===== src/rtl/core/bsa_pkg.sv =====
// ----------------------------------------------------------------------------
// bsa_pkg
// Shared types and codes of the banker's safe allocation block.
// ----------------------------------------------------------------------------
package bsa_pkg;

    // item field layout
    localparam int NUM_AMT   = 4;
    localparam int IN_AMT_W  = 8;
    localparam int PROC_W    = 3;
    localparam int CFG_ADR_W = 2;
    localparam int CFG_DAT_W = 4;

    // item function codes
    typedef enum logic [1:0] {
        FN_LOAD_MAX   = 2'd0,
        FN_LOAD_ALLOC = 2'd1,
        FN_SET_AVAIL  = 2'd2,
        FN_REQUEST    = 2'd3
    } t_func;

    // configuration register indexes
    typedef enum logic [CFG_ADR_W-1:0] {
        CFG_PROC_COUNT = 2'd0,
        CFG_RES_COUNT  = 2'd1,
        CFG_CHECK_MODE = 2'd2
    } t_cfg_idx;

    // result status codes
    typedef enum logic [2:0] {
        ST_GRANTED     = 3'd0,
        ST_LOADED      = 3'd1,
        ST_BAD_PROC    = 3'd2,
        ST_FINISHED    = 3'd3,
        ST_EXCEEDS     = 3'd4,
        ST_UNSAFE      = 3'd5,
        ST_ALLOC_OVER  = 3'd6,
        ST_AVAIL_UNSAFE = 3'd7
    } t_status;

    // command kinds after classification
    typedef enum logic [2:0] {
        K_LOAD_MAX,
        K_LOAD_ALLOC,
        K_SET_AVAIL,
        K_REQUEST,
        K_BAD_PROC
    } t_kind;

    // back end states
    typedef enum logic [2:0] {
        B_IDLE,
        B_EVAL,
        B_SCAN,
        B_VERDICT,
        B_GRANT,
        B_SINGLE,
        B_EMIT
    } t_bstate;

    // command passed from front to back
    typedef struct packed {
        t_kind                             kind;
        logic [PROC_W-1:0]                 process;
        logic [NUM_AMT-1:0][IN_AMT_W-1:0]  amount;
        logic [3:0]                        np;
        logic [2:0]                        nr;
        logic                              mode;
    } t_cmd;

    // queue status toward the front and back
    typedef struct packed {
        logic full;
        logic empty;
    } t_qstat;

endpackage


===== src/rtl/core/bsa_front.sv =====
// ----------------------------------------------------------------------------
// bsa_front
// Holds configuration, accepts items and classifies them into commands.
// ----------------------------------------------------------------------------
module bsa_front #(
    parameter int MAX_PROCESSES = 8,
    parameter int MAX_RESOURCES = 4
) (
    input  logic                                            i_clk,
    input  logic                                            i_rst_n,
    input  logic                                            i_cfg_we,
    input  logic [bsa_pkg::CFG_ADR_W-1:0]                   i_cfg_addr,
    input  logic [bsa_pkg::CFG_DAT_W-1:0]                   i_cfg_wdata,
    input  logic                                            i_valid,
    input  logic [1:0]                                      i_func,
    input  logic [bsa_pkg::PROC_W-1:0]                      i_process,
    input  logic [bsa_pkg::NUM_AMT-1:0][bsa_pkg::IN_AMT_W-1:0] i_amount,
    output logic                                            o_ready,
    input  bsa_pkg::t_qstat                                 i_qstat,
    output logic                                            o_push,
    output bsa_pkg::t_cmd                                   o_cmd
);
    localparam int PROC_LIM = (MAX_PROCESSES < 8) ? MAX_PROCESSES : 8;

    logic [3:0] r_proc_count;
    logic [2:0] r_res_count;
    logic       r_check_mode;
    logic [3:0] w_np;
    logic [2:0] w_nr;

    // configuration registers
    always_ff @(posedge i_clk) begin
        if (!i_rst_n) begin
            r_proc_count <= 4'd5;
            r_res_count  <= 3'd3;
            r_check_mode <= 1'b0;
        end else if (i_cfg_we) begin
            case (bsa_pkg::t_cfg_idx'(i_cfg_addr))
                bsa_pkg::CFG_PROC_COUNT: r_proc_count <= i_cfg_wdata;
                bsa_pkg::CFG_RES_COUNT:  r_res_count  <= i_cfg_wdata[2:0];
                bsa_pkg::CFG_CHECK_MODE: r_check_mode <= i_cfg_wdata[0];
                default: ;
            endcase
        end
    end

    // clamp counts into the supported range
    always_comb begin
        if (r_proc_count == 4'd0)               w_np = 4'd1;
        else if (r_proc_count > 4'(PROC_LIM))   w_np = 4'(PROC_LIM);
        else                                    w_np = r_proc_count;
        if (r_res_count == 3'd0)                w_nr = 3'd1;
        else if (r_res_count > 3'(MAX_RESOURCES)) w_nr = 3'(MAX_RESOURCES);
        else                                    w_nr = r_res_count;
    end

    // classify the item
    always_comb begin
        o_cmd.process = i_process;
        o_cmd.amount  = i_amount;
        o_cmd.np      = w_np;
        o_cmd.nr      = w_nr;
        o_cmd.mode    = r_check_mode;
        if (bsa_pkg::t_func'(i_func) == bsa_pkg::FN_SET_AVAIL) begin
            o_cmd.kind = bsa_pkg::K_SET_AVAIL;
        end else if (4'(i_process) >= w_np) begin
            o_cmd.kind = bsa_pkg::K_BAD_PROC;
        end else begin
            case (bsa_pkg::t_func'(i_func))
                bsa_pkg::FN_LOAD_MAX:   o_cmd.kind = bsa_pkg::K_LOAD_MAX;
                bsa_pkg::FN_LOAD_ALLOC: o_cmd.kind = bsa_pkg::K_LOAD_ALLOC;
                default:                o_cmd.kind = bsa_pkg::K_REQUEST;
            endcase
        end
    end

    assign o_ready = !i_qstat.full;
    assign o_push  = i_valid && !i_qstat.full;

endmodule


===== src/rtl/core/bsa_queue.sv =====
// ----------------------------------------------------------------------------
// bsa_queue
// Two-entry command queue between the front and the back.
// ----------------------------------------------------------------------------
module bsa_queue (
    input  logic            i_clk,
    input  logic            i_rst_n,
    input  logic            i_push,
    input  bsa_pkg::t_cmd   i_cmd,
    input  logic            i_pop,
    output bsa_pkg::t_cmd   o_cmd,
    output bsa_pkg::t_qstat o_qstat
);
    bsa_pkg::t_cmd r_mem [2];
    logic          r_wr;
    logic          r_rd;
    logic [1:0]    r_cnt;
    logic          w_push;
    logic          w_pop;

    assign w_push = i_push && (r_cnt != 2'd2);
    assign w_pop  = i_pop && (r_cnt != 2'd0);

    // storage
    always_ff @(posedge i_clk) begin
        if (w_push) begin
            r_mem[r_wr] <= i_cmd;
        end
    end

    // pointers and fill
    always_ff @(posedge i_clk) begin
        if (!i_rst_n) begin
            r_wr  <= 1'b0;
            r_rd  <= 1'b0;
            r_cnt <= 2'd0;
        end else begin
            if (w_push) r_wr <= !r_wr;
            if (w_pop)  r_rd <= !r_rd;
            if (w_push && !w_pop)      r_cnt <= r_cnt + 2'd1;
            else if (w_pop && !w_push) r_cnt <= r_cnt - 2'd1;
        end
    end

    assign o_cmd         = r_mem[r_rd];
    assign o_qstat.full  = (r_cnt == 2'd2);
    assign o_qstat.empty = (r_cnt == 2'd0);

endmodule


===== src/rtl/core/bsa_back.sv =====
// ----------------------------------------------------------------------------
// bsa_back
// Executes commands: table loads, request checks, the safety scan, grants
// and releases, and drives the result register.
// ----------------------------------------------------------------------------
module bsa_back #(
    parameter int MAX_PROCESSES = 8,
    parameter int MAX_RESOURCES = 4,
    parameter int AMOUNT_BITS   = 8
) (
    input  logic                        i_clk,
    input  logic                        i_rst_n,
    input  bsa_pkg::t_qstat             i_qstat,
    input  bsa_pkg::t_cmd               i_cmd,
    output logic                        o_pop,
    output logic                        o_valid,
    input  logic                        i_ready,
    output bsa_pkg::t_status            o_status,
    output logic [bsa_pkg::PROC_W-1:0]  o_seq,
    output logic                        o_rel,
    output logic                        o_last
);
    localparam int PROC_LIM = (MAX_PROCESSES < 8) ? MAX_PROCESSES : 8;
    localparam int PW       = $clog2(PROC_LIM);
    localparam int TBL_D    = 2 ** PW;
    localparam int NR       = MAX_RESOURCES;
    localparam int AB       = AMOUNT_BITS;
    localparam int WW       = AB + 4;
    localparam logic [AB-1:0] AMT_MAX = {AB{1'b1}};

    bsa_pkg::t_bstate r_state, n_state;
    bsa_pkg::t_cmd    r_cmd;
    bsa_pkg::t_status r_status;
    logic             r_rel;
    logic             r_tent;

    logic [AB-1:0] r_max   [TBL_D][NR];
    logic [AB-1:0] r_alloc [TBL_D][NR];
    logic [AB-1:0] r_avail [NR];
    logic [WW-1:0] r_work  [NR];
    logic [TBL_D-1:0] r_fin;
    logic [TBL_D-1:0] r_mark;
    logic [PW-1:0] r_seq [TBL_D];
    logic [3:0]    r_cnt;
    logic [3:0]    r_pass;
    logic [PW-1:0] r_idx;
    logic [PW-1:0] r_emit;

    logic                  r_out_valid;
    bsa_pkg::t_status      r_out_status;
    logic [bsa_pkg::PROC_W-1:0] r_out_seq;
    logic                  r_out_rel;
    logic                  r_out_last;

    logic [PW-1:0] w_p;
    logic [PW-1:0] w_row;
    logic [AB-1:0] w_amt     [NR];
    logic [NR-1:0] w_en;
    logic [AB:0]   w_alloc_t [NR];
    logic [AB-1:0] w_need    [NR];
    logic [AB:0]   w_sum     [NR];
    logic [AB-1:0] w_sub     [NR];
    logic [AB:0]   w_rls     [NR];
    logic          w_over_max;
    logic          w_over_req;
    logic          w_fits;
    logic          w_complete;
    logic          w_hit;
    logic          w_scan_done;
    logic          w_safe;
    logic          w_out_free;
    logic          w_emit_last;

    assign w_p   = r_cmd.process[PW-1:0];
    assign w_row = (r_state == bsa_pkg::B_SCAN) ? r_idx : w_p;

    // row arithmetic on the selected table row
    always_comb begin
        w_over_max = 1'b0;
        w_over_req = 1'b0;
        w_fits     = 1'b1;
        w_complete = 1'b1;
        for (int j = 0; j < NR; j++) begin
            w_amt[j] = AB'(r_cmd.amount[j]);
            w_en[j]  = (3'(j) < r_cmd.nr);
            w_alloc_t[j] = {1'b0, r_alloc[w_row][j]};
            if (r_tent && (w_row == w_p) && w_en[j]) begin
                w_alloc_t[j] = w_alloc_t[j] + {1'b0, w_amt[j]};
            end
            w_need[j] = ({1'b0, r_max[w_row][j]} >= w_alloc_t[j]) ?
                        AB'({1'b0, r_max[w_row][j]} - w_alloc_t[j]) : '0;
            w_sum[j] = {1'b0, r_alloc[w_row][j]} + {1'b0, w_amt[j]};
            w_sub[j] = r_avail[j] - w_amt[j];
            w_rls[j] = {1'b0, w_sub[j]} + {1'b0, r_max[w_row][j]};
            if (w_en[j]) begin
                if (w_amt[j] > r_max[w_row][j]) w_over_max = 1'b1;
                if (w_amt[j] > r_avail[j] || w_amt[j] > w_need[j]) w_over_req = 1'b1;
                if (WW'(w_need[j]) > r_work[j]) w_fits = 1'b0;
                if ({1'b0, r_max[w_row][j]} != w_sum[j]) w_complete = 1'b0;
            end
        end
    end

    // scan progress and verdict
    assign w_hit       = !r_mark[r_idx] && w_fits;
    assign w_scan_done = ((r_pass == r_cmd.np) && (4'(r_idx) == r_cmd.np - 4'd1)) ||
                         (w_hit && (r_cnt + 4'd1 == r_cmd.np));
    assign w_safe      = (r_cnt == r_cmd.np);
    assign w_out_free  = !r_out_valid || i_ready;
    assign w_emit_last = (4'(r_emit) == r_cnt - 4'd1);

    // next state
    always_comb begin
        n_state = r_state;
        case (r_state)
            bsa_pkg::B_IDLE: begin
                if (!i_qstat.empty) n_state = bsa_pkg::B_EVAL;
            end
            bsa_pkg::B_EVAL: begin
                case (r_cmd.kind)
                    bsa_pkg::K_SET_AVAIL: n_state = bsa_pkg::B_SCAN;
                    bsa_pkg::K_REQUEST: begin
                        if (r_fin[w_p] || w_over_req) n_state = bsa_pkg::B_SINGLE;
                        else if (r_cmd.mode)          n_state = bsa_pkg::B_GRANT;
                        else                          n_state = bsa_pkg::B_SCAN;
                    end
                    default: n_state = bsa_pkg::B_SINGLE;
                endcase
            end
            bsa_pkg::B_SCAN: begin
                if (w_scan_done) n_state = bsa_pkg::B_VERDICT;
            end
            bsa_pkg::B_VERDICT: begin
                if (!w_safe)                              n_state = bsa_pkg::B_SINGLE;
                else if (r_cmd.kind == bsa_pkg::K_SET_AVAIL) n_state = bsa_pkg::B_EMIT;
                else                                      n_state = bsa_pkg::B_GRANT;
            end
            bsa_pkg::B_GRANT: begin
                n_state = r_cmd.mode ? bsa_pkg::B_SINGLE : bsa_pkg::B_EMIT;
            end
            bsa_pkg::B_SINGLE: begin
                if (w_out_free) n_state = bsa_pkg::B_IDLE;
            end
            bsa_pkg::B_EMIT: begin
                if (w_out_free && w_emit_last) n_state = bsa_pkg::B_IDLE;
            end
            default: n_state = bsa_pkg::B_IDLE;
        endcase
    end

    // control outputs
    always_comb begin
        o_pop = (r_state == bsa_pkg::B_IDLE) && !i_qstat.empty;
    end

    always_ff @(posedge i_clk) begin
        if (!i_rst_n) r_state <= bsa_pkg::B_IDLE;
        else          r_state <= n_state;
    end

    // command register
    always_ff @(posedge i_clk) begin
        if (o_pop) r_cmd <= i_cmd;
    end

    // tables and scan state
    always_ff @(posedge i_clk) begin
        if (!i_rst_n) begin
            for (int i = 0; i < TBL_D; i++) begin
                for (int j = 0; j < NR; j++) begin
                    r_max[i][j]   <= '0;
                    r_alloc[i][j] <= '0;
                end
            end
            for (int j = 0; j < NR; j++) begin
                r_avail[j] <= '0;
                r_work[j]  <= '0;
            end
            r_fin    <= '0;
            r_mark   <= '0;
            r_cnt    <= '0;
            r_pass   <= '0;
            r_idx    <= '0;
            r_emit   <= '0;
            r_tent   <= 1'b0;
            r_rel    <= 1'b0;
            r_status <= bsa_pkg::ST_GRANTED;
        end else begin
            case (r_state)
                bsa_pkg::B_EVAL: begin
                    r_rel  <= 1'b0;
                    r_mark <= '0;
                    r_cnt  <= '0;
                    r_pass <= '0;
                    r_idx  <= '0;
                    r_tent <= 1'b0;
                    case (r_cmd.kind)
                        bsa_pkg::K_BAD_PROC: r_status <= bsa_pkg::ST_BAD_PROC;
                        bsa_pkg::K_LOAD_MAX: begin
                            for (int j = 0; j < NR; j++) r_max[w_p][j] <= w_amt[j];
                            r_fin[w_p] <= 1'b0;
                            r_status   <= bsa_pkg::ST_LOADED;
                        end
                        bsa_pkg::K_LOAD_ALLOC: begin
                            if (w_over_max) begin
                                r_status <= bsa_pkg::ST_ALLOC_OVER;
                            end else begin
                                for (int j = 0; j < NR; j++) r_alloc[w_p][j] <= w_amt[j];
                                r_fin[w_p] <= 1'b0;
                                r_status   <= bsa_pkg::ST_LOADED;
                            end
                        end
                        bsa_pkg::K_SET_AVAIL: begin
                            for (int j = 0; j < NR; j++) r_work[j] <= WW'(w_amt[j]);
                        end
                        default: begin
                            if (r_fin[w_p]) begin
                                r_status <= bsa_pkg::ST_FINISHED;
                            end else if (w_over_req) begin
                                r_status <= bsa_pkg::ST_EXCEEDS;
                            end else begin
                                r_status <= bsa_pkg::ST_GRANTED;
                                r_tent   <= !r_cmd.mode;
                                for (int j = 0; j < NR; j++) begin
                                    r_work[j] <= w_en[j] ? WW'(w_sub[j]) : WW'(r_avail[j]);
                                end
                            end
                        end
                    endcase
                end
                bsa_pkg::B_SCAN: begin
                    // one process per cycle, passes in index order
                    if (w_hit) begin
                        r_mark[r_idx]           <= 1'b1;
                        r_seq[r_cnt[PW-1:0]]    <= r_idx;
                        r_cnt                   <= r_cnt + 4'd1;
                        for (int j = 0; j < NR; j++) begin
                            if (w_en[j]) r_work[j] <= r_work[j] + WW'(w_alloc_t[j]);
                        end
                    end
                    if (4'(r_idx) == r_cmd.np - 4'd1) begin
                        r_idx  <= '0;
                        r_pass <= r_pass + 4'd1;
                    end else begin
                        r_idx <= r_idx + PW'(1);
                    end
                end
                bsa_pkg::B_VERDICT: begin
                    r_tent <= 1'b0;
                    r_emit <= '0;
                    if (r_cmd.kind == bsa_pkg::K_SET_AVAIL) begin
                        if (w_safe) begin
                            for (int j = 0; j < NR; j++) r_avail[j] <= w_amt[j];
                            r_status <= bsa_pkg::ST_LOADED;
                        end else begin
                            r_status <= bsa_pkg::ST_AVAIL_UNSAFE;
                        end
                    end else begin
                        r_status <= w_safe ? bsa_pkg::ST_GRANTED : bsa_pkg::ST_UNSAFE;
                    end
                end
                bsa_pkg::B_GRANT: begin
                    r_rel <= w_complete;
                    if (w_complete) begin
                        // process completes: free its claim and clear its rows
                        r_fin[w_p] <= 1'b1;
                        for (int j = 0; j < NR; j++) begin
                            r_max[w_p][j]   <= '0;
                            r_alloc[w_p][j] <= '0;
                            if (w_en[j]) begin
                                r_avail[j] <= (w_rls[j] > {1'b0, AMT_MAX}) ?
                                              AMT_MAX : w_rls[j][AB-1:0];
                            end
                        end
                    end else begin
                        for (int j = 0; j < NR; j++) begin
                            if (w_en[j]) begin
                                r_alloc[w_p][j] <= w_sum[j][AB-1:0];
                                r_avail[j]      <= w_sub[j];
                            end
                        end
                    end
                end
                bsa_pkg::B_EMIT: begin
                    if (w_out_free) r_emit <= r_emit + PW'(1);
                end
                default: ;
            endcase
        end
    end

    // result register
    always_ff @(posedge i_clk) begin
        if (!i_rst_n) begin
            r_out_valid <= 1'b0;
        end else if (w_out_free && ((r_state == bsa_pkg::B_SINGLE) ||
                                     (r_state == bsa_pkg::B_EMIT))) begin
            r_out_valid <= 1'b1;
        end else if (i_ready) begin
            r_out_valid <= 1'b0;
        end
    end

    always_ff @(posedge i_clk) begin
        if (w_out_free && (r_state == bsa_pkg::B_SINGLE)) begin
            r_out_status <= r_status;
            r_out_seq    <= '0;
            r_out_rel    <= r_rel;
            r_out_last   <= 1'b1;
        end else if (w_out_free && (r_state == bsa_pkg::B_EMIT)) begin
            r_out_status <= r_status;
            r_out_seq    <= bsa_pkg::PROC_W'(r_seq[r_emit]);
            r_out_rel    <= r_rel;
            r_out_last   <= w_emit_last;
        end
    end

    assign o_valid  = r_out_valid;
    assign o_status = r_out_status;
    assign o_seq    = r_out_seq;
    assign o_rel    = r_out_rel;
    assign o_last   = r_out_last;

endmodule


===== src/rtl/core/bankers_safe_allocation.sv =====
// Flow: loads and rejected items pass from the command queue through the command
// register, evaluation and the result register to give their single result; a
// safety check scans one process per cycle in passes in index order, then emits
// one result per cycle per sequence entry while the output is ready.
// Ordering: one item at a time in the back end; a two-entry command queue lets
// the input side take items while the back works.
// ----------------------------------------------------------------------------
// bankers_safe_allocation
// Banker's algorithm allocator with safety-checked grants and releases.
// Reset: synchronous, active low; clears all tables, flags and the result valid.
// ----------------------------------------------------------------------------
module bankers_safe_allocation #(
    parameter int MAX_PROCESSES = 8,
    parameter int MAX_RESOURCES = 4,
    parameter int AMOUNT_BITS   = 8
) (
    input  logic                              i_clk,
    input  logic                              i_rst_n,
    input  logic                              i_cfg_we,
    input  logic [bsa_pkg::CFG_ADR_W-1:0]     i_cfg_addr,
    input  logic [bsa_pkg::CFG_DAT_W-1:0]     i_cfg_wdata,
    input  logic                              s_axis_tvalid,
    output logic                              s_axis_tready,
    // process[2:0], amount_0[10:3], amount_1[18:11], amount_2[26:19],
    // amount_3[34:27], zero fill[39:35]
    input  logic [39:0]                       s_axis_tdata,
    // func[1:0]
    input  logic [1:0]                        s_axis_tuser,
    output logic                              m_axis_tvalid,
    input  logic                              m_axis_tready,
    // seq_process[2:0], released[3], zero fill[7:4]
    output logic [7:0]                        m_axis_tdata,
    // status[2:0]
    output logic [2:0]                        m_axis_tuser,
    output logic                              m_axis_tlast
);
    logic [bsa_pkg::NUM_AMT-1:0][bsa_pkg::IN_AMT_W-1:0] w_amount;
    bsa_pkg::t_cmd    w_push_cmd;
    bsa_pkg::t_cmd    w_head_cmd;
    bsa_pkg::t_qstat  w_qstat;
    bsa_pkg::t_status w_status;
    logic             w_push;
    logic             w_pop;
    logic [bsa_pkg::PROC_W-1:0] w_seq;
    logic             w_rel;

    // unpack amounts
    always_comb begin
        for (int j = 0; j < bsa_pkg::NUM_AMT; j++) begin
            w_amount[j] = s_axis_tdata[3 + j*8 +: 8];
        end
    end

    bsa_front #(
        .MAX_PROCESSES (MAX_PROCESSES),
        .MAX_RESOURCES (MAX_RESOURCES)
    ) u_front (
        .i_clk       (i_clk),
        .i_rst_n     (i_rst_n),
        .i_cfg_we    (i_cfg_we),
        .i_cfg_addr  (i_cfg_addr),
        .i_cfg_wdata (i_cfg_wdata),
        .i_valid     (s_axis_tvalid),
        .i_func      (s_axis_tuser),
        .i_process   (s_axis_tdata[2:0]),
        .i_amount    (w_amount),
        .o_ready     (s_axis_tready),
        .i_qstat     (w_qstat),
        .o_push      (w_push),
        .o_cmd       (w_push_cmd)
    );

    bsa_queue u_queue (
        .i_clk   (i_clk),
        .i_rst_n (i_rst_n),
        .i_push  (w_push),
        .i_cmd   (w_push_cmd),
        .i_pop   (w_pop),
        .o_cmd   (w_head_cmd),
        .o_qstat (w_qstat)
    );

    bsa_back #(
        .MAX_PROCESSES (MAX_PROCESSES),
        .MAX_RESOURCES (MAX_RESOURCES),
        .AMOUNT_BITS   (AMOUNT_BITS)
    ) u_back (
        .i_clk    (i_clk),
        .i_rst_n  (i_rst_n),
        .i_qstat  (w_qstat),
        .i_cmd    (w_head_cmd),
        .o_pop    (w_pop),
        .o_valid  (m_axis_tvalid),
        .i_ready  (m_axis_tready),
        .o_status (w_status),
        .o_seq    (w_seq),
        .o_rel    (w_rel),
        .o_last   (m_axis_tlast)
    );

    assign m_axis_tdata = {4'd0, w_rel, w_seq};
    assign m_axis_tuser = w_status;

    // only sequence results come in runs longer than one
    a_multi_is_seq: assert property (@(posedge i_clk) disable iff (!i_rst_n)
        (m_axis_tvalid && !m_axis_tlast) |->
        (m_axis_tuser == bsa_pkg::ST_GRANTED || m_axis_tuser == bsa_pkg::ST_LOADED))
        else $error("non-sequence result without last");

    // a release only comes with a grant
    a_rel_granted: assert property (@(posedge i_clk) disable iff (!i_rst_n)
        (m_axis_tvalid && m_axis_tdata[3]) |-> (m_axis_tuser == bsa_pkg::ST_GRANTED))
        else $error("release flagged on a non-grant result");

    // rejections carry no sequence entry
    a_reject_seq_zero: assert property (@(posedge i_clk) disable iff (!i_rst_n)
        (m_axis_tvalid && m_axis_tuser != bsa_pkg::ST_GRANTED &&
         m_axis_tuser != bsa_pkg::ST_LOADED) |-> (m_axis_tdata[2:0] == 3'd0))
        else $error("rejection result with a sequence entry");

endmodule

===== config.mk =====
export PLATFORM = sky130hd
export DESIGN_NAME = bankers_safe_allocation
export DESIGN_NICKNAME = d
export VERILOG_FILES = /design/src/rtl/core/bsa_pkg.sv /design/src/rtl/core/bsa_front.sv /design/src/rtl/core/bsa_queue.sv /design/src/rtl/core/bsa_back.sv /design/src/rtl/core/bankers_safe_allocation.sv
export SDC_FILE = /design/constraint.sdc
export NUM_CORES = 2
export LEC_CHECK = 0
export BUFFER_PORTS_ARGS = -buffer_cell sky130_fd_sc_hd__buf_2
export CAP_MARGIN = 20
export CORE_MARGIN = 5
export CORE_UTILIZATION = 40
export DETAILED_ROUTE_END_ITERATION = 10
export GPL_ROUTABILITY_DRIVEN = 0
export PLACE_DENSITY = 0.55
export SETUP_SLACK_MARGIN = 0.1
export SLEW_MARGIN = 0
export SYNTH_ARGS = -nofsm -noshare
export SYNTH_HDL_FRONTEND = slang
export SYNTH_SLANG_ARGS = --single-unit
export TNS_END_PERCENT = 50

===== constraint.sdc =====
create_clock -name i_clk -period 13.9 [get_ports i_clk]
set_clock_uncertainty 0.1 [all_clocks]
set_input_delay 2.085 -clock i_clk [delete_from_list [all_inputs] [get_ports i_clk]]
set_output_delay 2.085 -clock i_clk [all_outputs]
set_load 0.02 [all_outputs]

# Word-level counts from Yosys, hierarchy flattened
# Memories as Yosys holds them, arrays and structs flattened. A register that Yosys moved wholly into a read port is not among the register bits.
# Index checks and enable logic that the tools add are counted.
# classes
addsub	28
n_lt_le_gt_ge	35
eq_ne	37
muxes	239
bitwise	40
n_reduce_logical	64
# ops
op	count
$mux W8	39
$mux W12	12
$mux W1	130
$gt A8 B8 Y1	12
$add A8 B8 Y9	8
$mux W3	24
$mux W32	2
$reduce_or A32 Y1	2
$sub A8 B8 Y8	8
$add A12 B9 Y12	4
$gt A8 B12 Y1	4
$pmux W8 S2	3
$ge A8 B9 Y1	4
$gt A9 B8 Y1 const B	4
$mux W9	4
$ne A8 B9 Y1	4
$or A1 B1 Y1	36
$mux W4	6
$pmux W3 S2	4
$pmux W3 S7	1
$logic_and A1 B1 Y1	20
$or A8 B8 Y8	2
$pmux W4 S2	2
$reduce_bool A2 Y1	8
other kinds (40)	100
# totals
reg_bits	56
ram_bits	708
input_bits	53
output_inout_bits	14
word_cells	469
memories	6
# memory_table
name	depth	width	read_ports	rd_clocked_by_memory_dff	write_ports	line	text
u_back.r_alloc	8	32	1	0	8	bsa_back.sv:38	logic [AB-1:0] r_alloc [TBL_D][NR];
u_back.r_max	8	32	1	0	8	bsa_back.sv:37	logic [AB-1:0] r_max [TBL_D][NR];
u_queue.r_mem	2	46	1	1	1	bsa_queue.sv:14	bsa_pkg::t_cmd r_mem [2];
u_back.r_work	4	12	4	0	4	bsa_back.sv:40	logic [WW-1:0] r_work [NR];
u_back.r_avail	4	8	4	0	4	bsa_back.sv:39	logic [AB-1:0] r_avail [NR];
u_back.r_seq	8	3	1	1	1	bsa_back.sv:43	logic [PW-1:0] r_seq [TBL_D];

# Logic depth before layout (Yosys ltp)
# logic_depth
depth_word	26
depth_mapped	45
mapped_depth_nobuf	35

# By module
# Synthesis repeated with hierarchy kept, for this count alone.
# unflattened
cells_unflattened	4707
hier_area_um2	48328.9
# modules_own_cells
module	instances	cells_per_inst	area_each_um2	seq_area_each_um2
bsa_back	1	4443	44002.2	20860.0
bsa_queue	1	168	3549.7	2862.7
bsa_front	1	90	735.7	160.2
bankers_safe_allocation	1	6	41.3	0.0

# Worst setup path after synthesis
# Ideal clock, no wire load.
# synth_timing
path_type	register to register
startpoint	register u_back.r_idx[1]
endpoint	memory u_back.r_work[2][0] (netlist name) (enable)
setup_ns	0.350
arrival_time_ns	8.804
required_ns	13.450
setup_slack_ns	4.646
path_stages_with_launch	45
path_buffers	10
period_less_slack_ns	9.254
cell_sequence	dfxtp_1 nand4bb_1 clkbuf_1 o21ai_2 buf_2 buf_2 buf_2 clkbuf_1 buf_1 clkbuf_1 nand2_1 nand3_1 nand3_1 nand2_1 ha_1 inv_1 fa_1 mux2i_1 (+9 left out) o21a_1 o22ai_1 or2_2 inv_1 ha_1 nor2b_1 o21a_1 o21ai_0 nand2b_1 a21oi_1 o21ai_0 a2111o_1 or3_1 clkbuf_1 or3_1 clkbuf_1 buf_1 nand2_1
# synth_rtl
item	line	text
start, declared	bsa_back.sv:46	logic [PW-1:0] r_idx;
start signal, assigned	bsa_back.sv:245	r_idx <= r_idx + PW'(1);
end, declared	bsa_back.sv:40	

==> impl_metrics.py <==
metrics = {
    "run_status": {
        "status": "finished, final reports clean",
    },
    "logic_synthesis": {
        "ys_ff_latch": 813,
        "synth_area_mm2": 0.0486,
        "async_flop_share_pct": 0,
        "synth_edf_count": 758,
        "synth-main-ff-cell": "edfxtp_1",
        "synth_cell_type_count": 91,
        "avgSynthCellArea_um2": 10.4,
        "netlist_instances": 4697,
        "yosysWarnings": 0,
        "yosysSeqAreaShare_pct": 49.1,
    },
    "cells_and_area": {
        "nNetsFinal": 5050,
        "final_common_cell": "edfxtp_1",
        "area_delta_synth_final_pct": 11.3,
        "fin_cells": 6409,
        "final_util_pct": 44.6,
        "final_cell_mix": "758 x edfxtp_1, 617 x nor2_1, 549 x nand2_1",
        "final_layout_size_suffix_gt1_share_pct": 12.6,
    },
    "power_and_ir_drop": {
        "ir_drop_mv": 0.151,
        "p_sw_share_pct": 45.6,
        "leakagePower_nw": 21.3,
        "power.density_mw_per_mm2": 254,
        "clockPowerShare_pct": 18.3,
        "total_power_mw": 13.7,
        "intPower_mw": 7.46,
        "p_comb_share_pct": 58.9,
        "p_seq_share_pct": 22.8,
        "p_switching_mw": 6.26,
    },
    "critical_path": {
        "worstSetupStartpointType": "flop",
        "path_common_cell": "a21o_1",
        "slowest_delay_ps": 910,
        "crit_path_max_fanout": 33,
        "required_ps": 14120,
        "worst_setup_path_end_kind": "flop",
        "arrival_ps": 11930,
        "cpMaxStageDelayCell": "or3b_2",
        "worst-setup-path-type": "flop to flop",
    },
    "floorplanning": {
        "start_util_pct": 40.1,
        "die-width_um": 359,
        "ioPinCount": 67,
        "coreArea_mm2": 0.121,
        "rows": 128,
        "die-area_mm2": 0.129,
        "die_h_um": 359,
    },
    "timing": {
        "fin_crit_ps": 11710,
        "finalMaxSlewViolations": 0,
        "max_freq_mhz": 85.4,
        "hold_ws_ps": 331,
        "setup_tns_ps": 0,
        "tightest_slew_ps": 1150,
        "max_slew_margin_pct": 23.2,
        "rsz0062_at_grt": "no",
        "setup_viol": 0,
        "fin_crit_sh_pct": 84.2,
        "hold_violations": 0,
    },
    "clock_tree": {
        "cts-resized-gates": 0,
        "hold_buffers": 0,
        "cts-root-buf": "clkbuf_16",
        "clock_latency_ps": 730,
        "cts_buffers": 93,
        "cts_sinks": 813,
        "clock_path_buffers": 3,
        "cts_tree": "built",
        "clk_pin_slew_ps": 60,
        "cts_setup_buffers": 0,
        "htree_levels": 3,
    },
    "routing": {
        "routedWlPerCell_um": 23.9,
        "dr.pass1.iters": 7,
        "drtIter0Drc": 3169,
        "ant_nets": 0,
        "drc": 0,
        "drt-total-wl_um": 153000,
        "viasPerCell": 5.61,
        "vias": 35985,
    },
    "global_route": {
        "antenna_found_initial": 0,
        "overflow": 0,
        "grt_use_total_pct": 23.4,
        "grt_pass1_wl_um": 226000,
        "grt_max_degree": 110,
        "grt_pass1_vias": 34989,
    },
    "placed_design": {
        "dp_hpwl_um": 103000,
        "io_buffers": 57,
        "dpl.cell_count": 6232,
    },
    "worst_hold_path": {
        "hold_class": "flop to flop",
    },
    "run": {
        "drv_cap": 0,
    },
}
## worst max-delay path: cells and delay by family (launching register included)
kind	cells	cell delay, ps
compound gates	17	4720
flops	1	530
simple gates	9	3950
fa+ha+maj	3	1280
buf+inv	2	670
## metrics by stage
step / setup slack, ps / cell area [µm²]
after floorplan: 4650 / 48600
after global placement: 2340 / 51000
after detailed placement: 2310 / 51000
after CTS: 2210 / 54100
after global routing: 1610 / 54100
final: 2190 / 54100
## cell families after synthesis
| family | count (synthesis) | synth area share, % |
|---|---|---|
| flops | 813 | 49.1 |
| compound gates | 814 | 12.1 |
| simple gates | 1780 | 17.0 |
| buf+inv | 563 | 4.70 |
| other cells | 1 | 0.00771 |
| mux | 262 | 6.12 |
| fa+ha+maj | 291 | 7.80 |
| xor+xnor | 173 | 3.15 |
## area by class of cell
| class | count | area, µm² |
|---|---|---|
| fill | 11475 | 67100 |
| multi-input combinational | 3324 | 22700 |
| timing repair buffer | 196 | 1360 |
| clock inverter | 54 | 676 |
| sequential | 813 | 23900 |
| inverter | 278 | 1040 |
| tap | 1625 | 2030 |
| antenna | 2 | 5.00 |
| clock buffer | 117 | 2460 |
## power groups by stage
stage | clock network (mW) | logic, mW | registers, mW
final | 2.52 | 8.08 | 3.13
after global routing | 2.65 | 8.90 | 3.15
after CTS | 2.56 | 8.02 | 3.13
after detailed placement | 0 | 7.97 | 3.18
after global placement | 0 | 7.90 | 3.17
after floorplan | 0 | 5.69 | 3.16
## path summary, 6_finish.rpt
check                                       from                             to  slack, ps  depth (start not counted)
setup / recovery  u_back.r_state[2]$_SDFFE_PN0P_  u_back.r_work[2][7]$_DFFE_PP_       2190                         31
hold reg to reg        u_back.r_rel$_SDFFE_PN0N_         u_back.o_rel$_DFFE_PP_        330                          0
hold / removal         u_back.r_rel$_SDFFE_PN0N_         u_back.o_rel$_DFFE_PP_        330                          0
setup reg to reg  u_back.r_state[2]$_SDFFE_PN0P_  u_back.r_work[2][7]$_DFFE_PP_       2190                         31
## flip-flops by register name (all words and copies together), names as in the netlist, 4 cells and up, named ones only
name / count
u_back.r_cmd: 43
u_back.r_avail: 32
u_back.r_seq: 24
u_back.r_alloc: 256
u_back.r_pass: 4
u_back.r_work: 48
u_back.r_max: 256
u_front.r_proc_count: 4
u_back.r_mark: 8
u_back.r_cnt: 4
u_queue.r_mem: 92
## Yosys cell counts (all sizes together), types with 55 or more instances
cell | count | area, µm²
a21oi | 175 | 887
nand2b | 67 | 419
o21ai | 164 | 840
a21o | 94 | 706
mux2i | 151 | 1510
inv | 276 | 1040
clkbuf | 162 | 608
nor3 | 96 | 801
buf | 123 | 633
nor2 | 622 | 2330
ha | 271 | 3390
nand2 | 551 | 2070
edfxtp | 758 | 22800
o21a | 55 | 413
xor2 | 72 | 631
dfxtp | 55 | 1100
nand3 | 190 | 951
xnor2 | 100 | 876
nor2b | 57 | 364
mux2 | 92 | 1040
## layer usage
layer	routed length, µm	global-route usage [%]	share of wire (%)	up-vias
met2	71700	38.5	47	1135
li1	-	-	-	16836
met5	0	0	0	-
met3	10100	3.79	6.6	230
met4	6040	8.82	3.9	0
met1	65500	31.3	43	17784
Note: power is estimated with default switching activity, not from simulation.
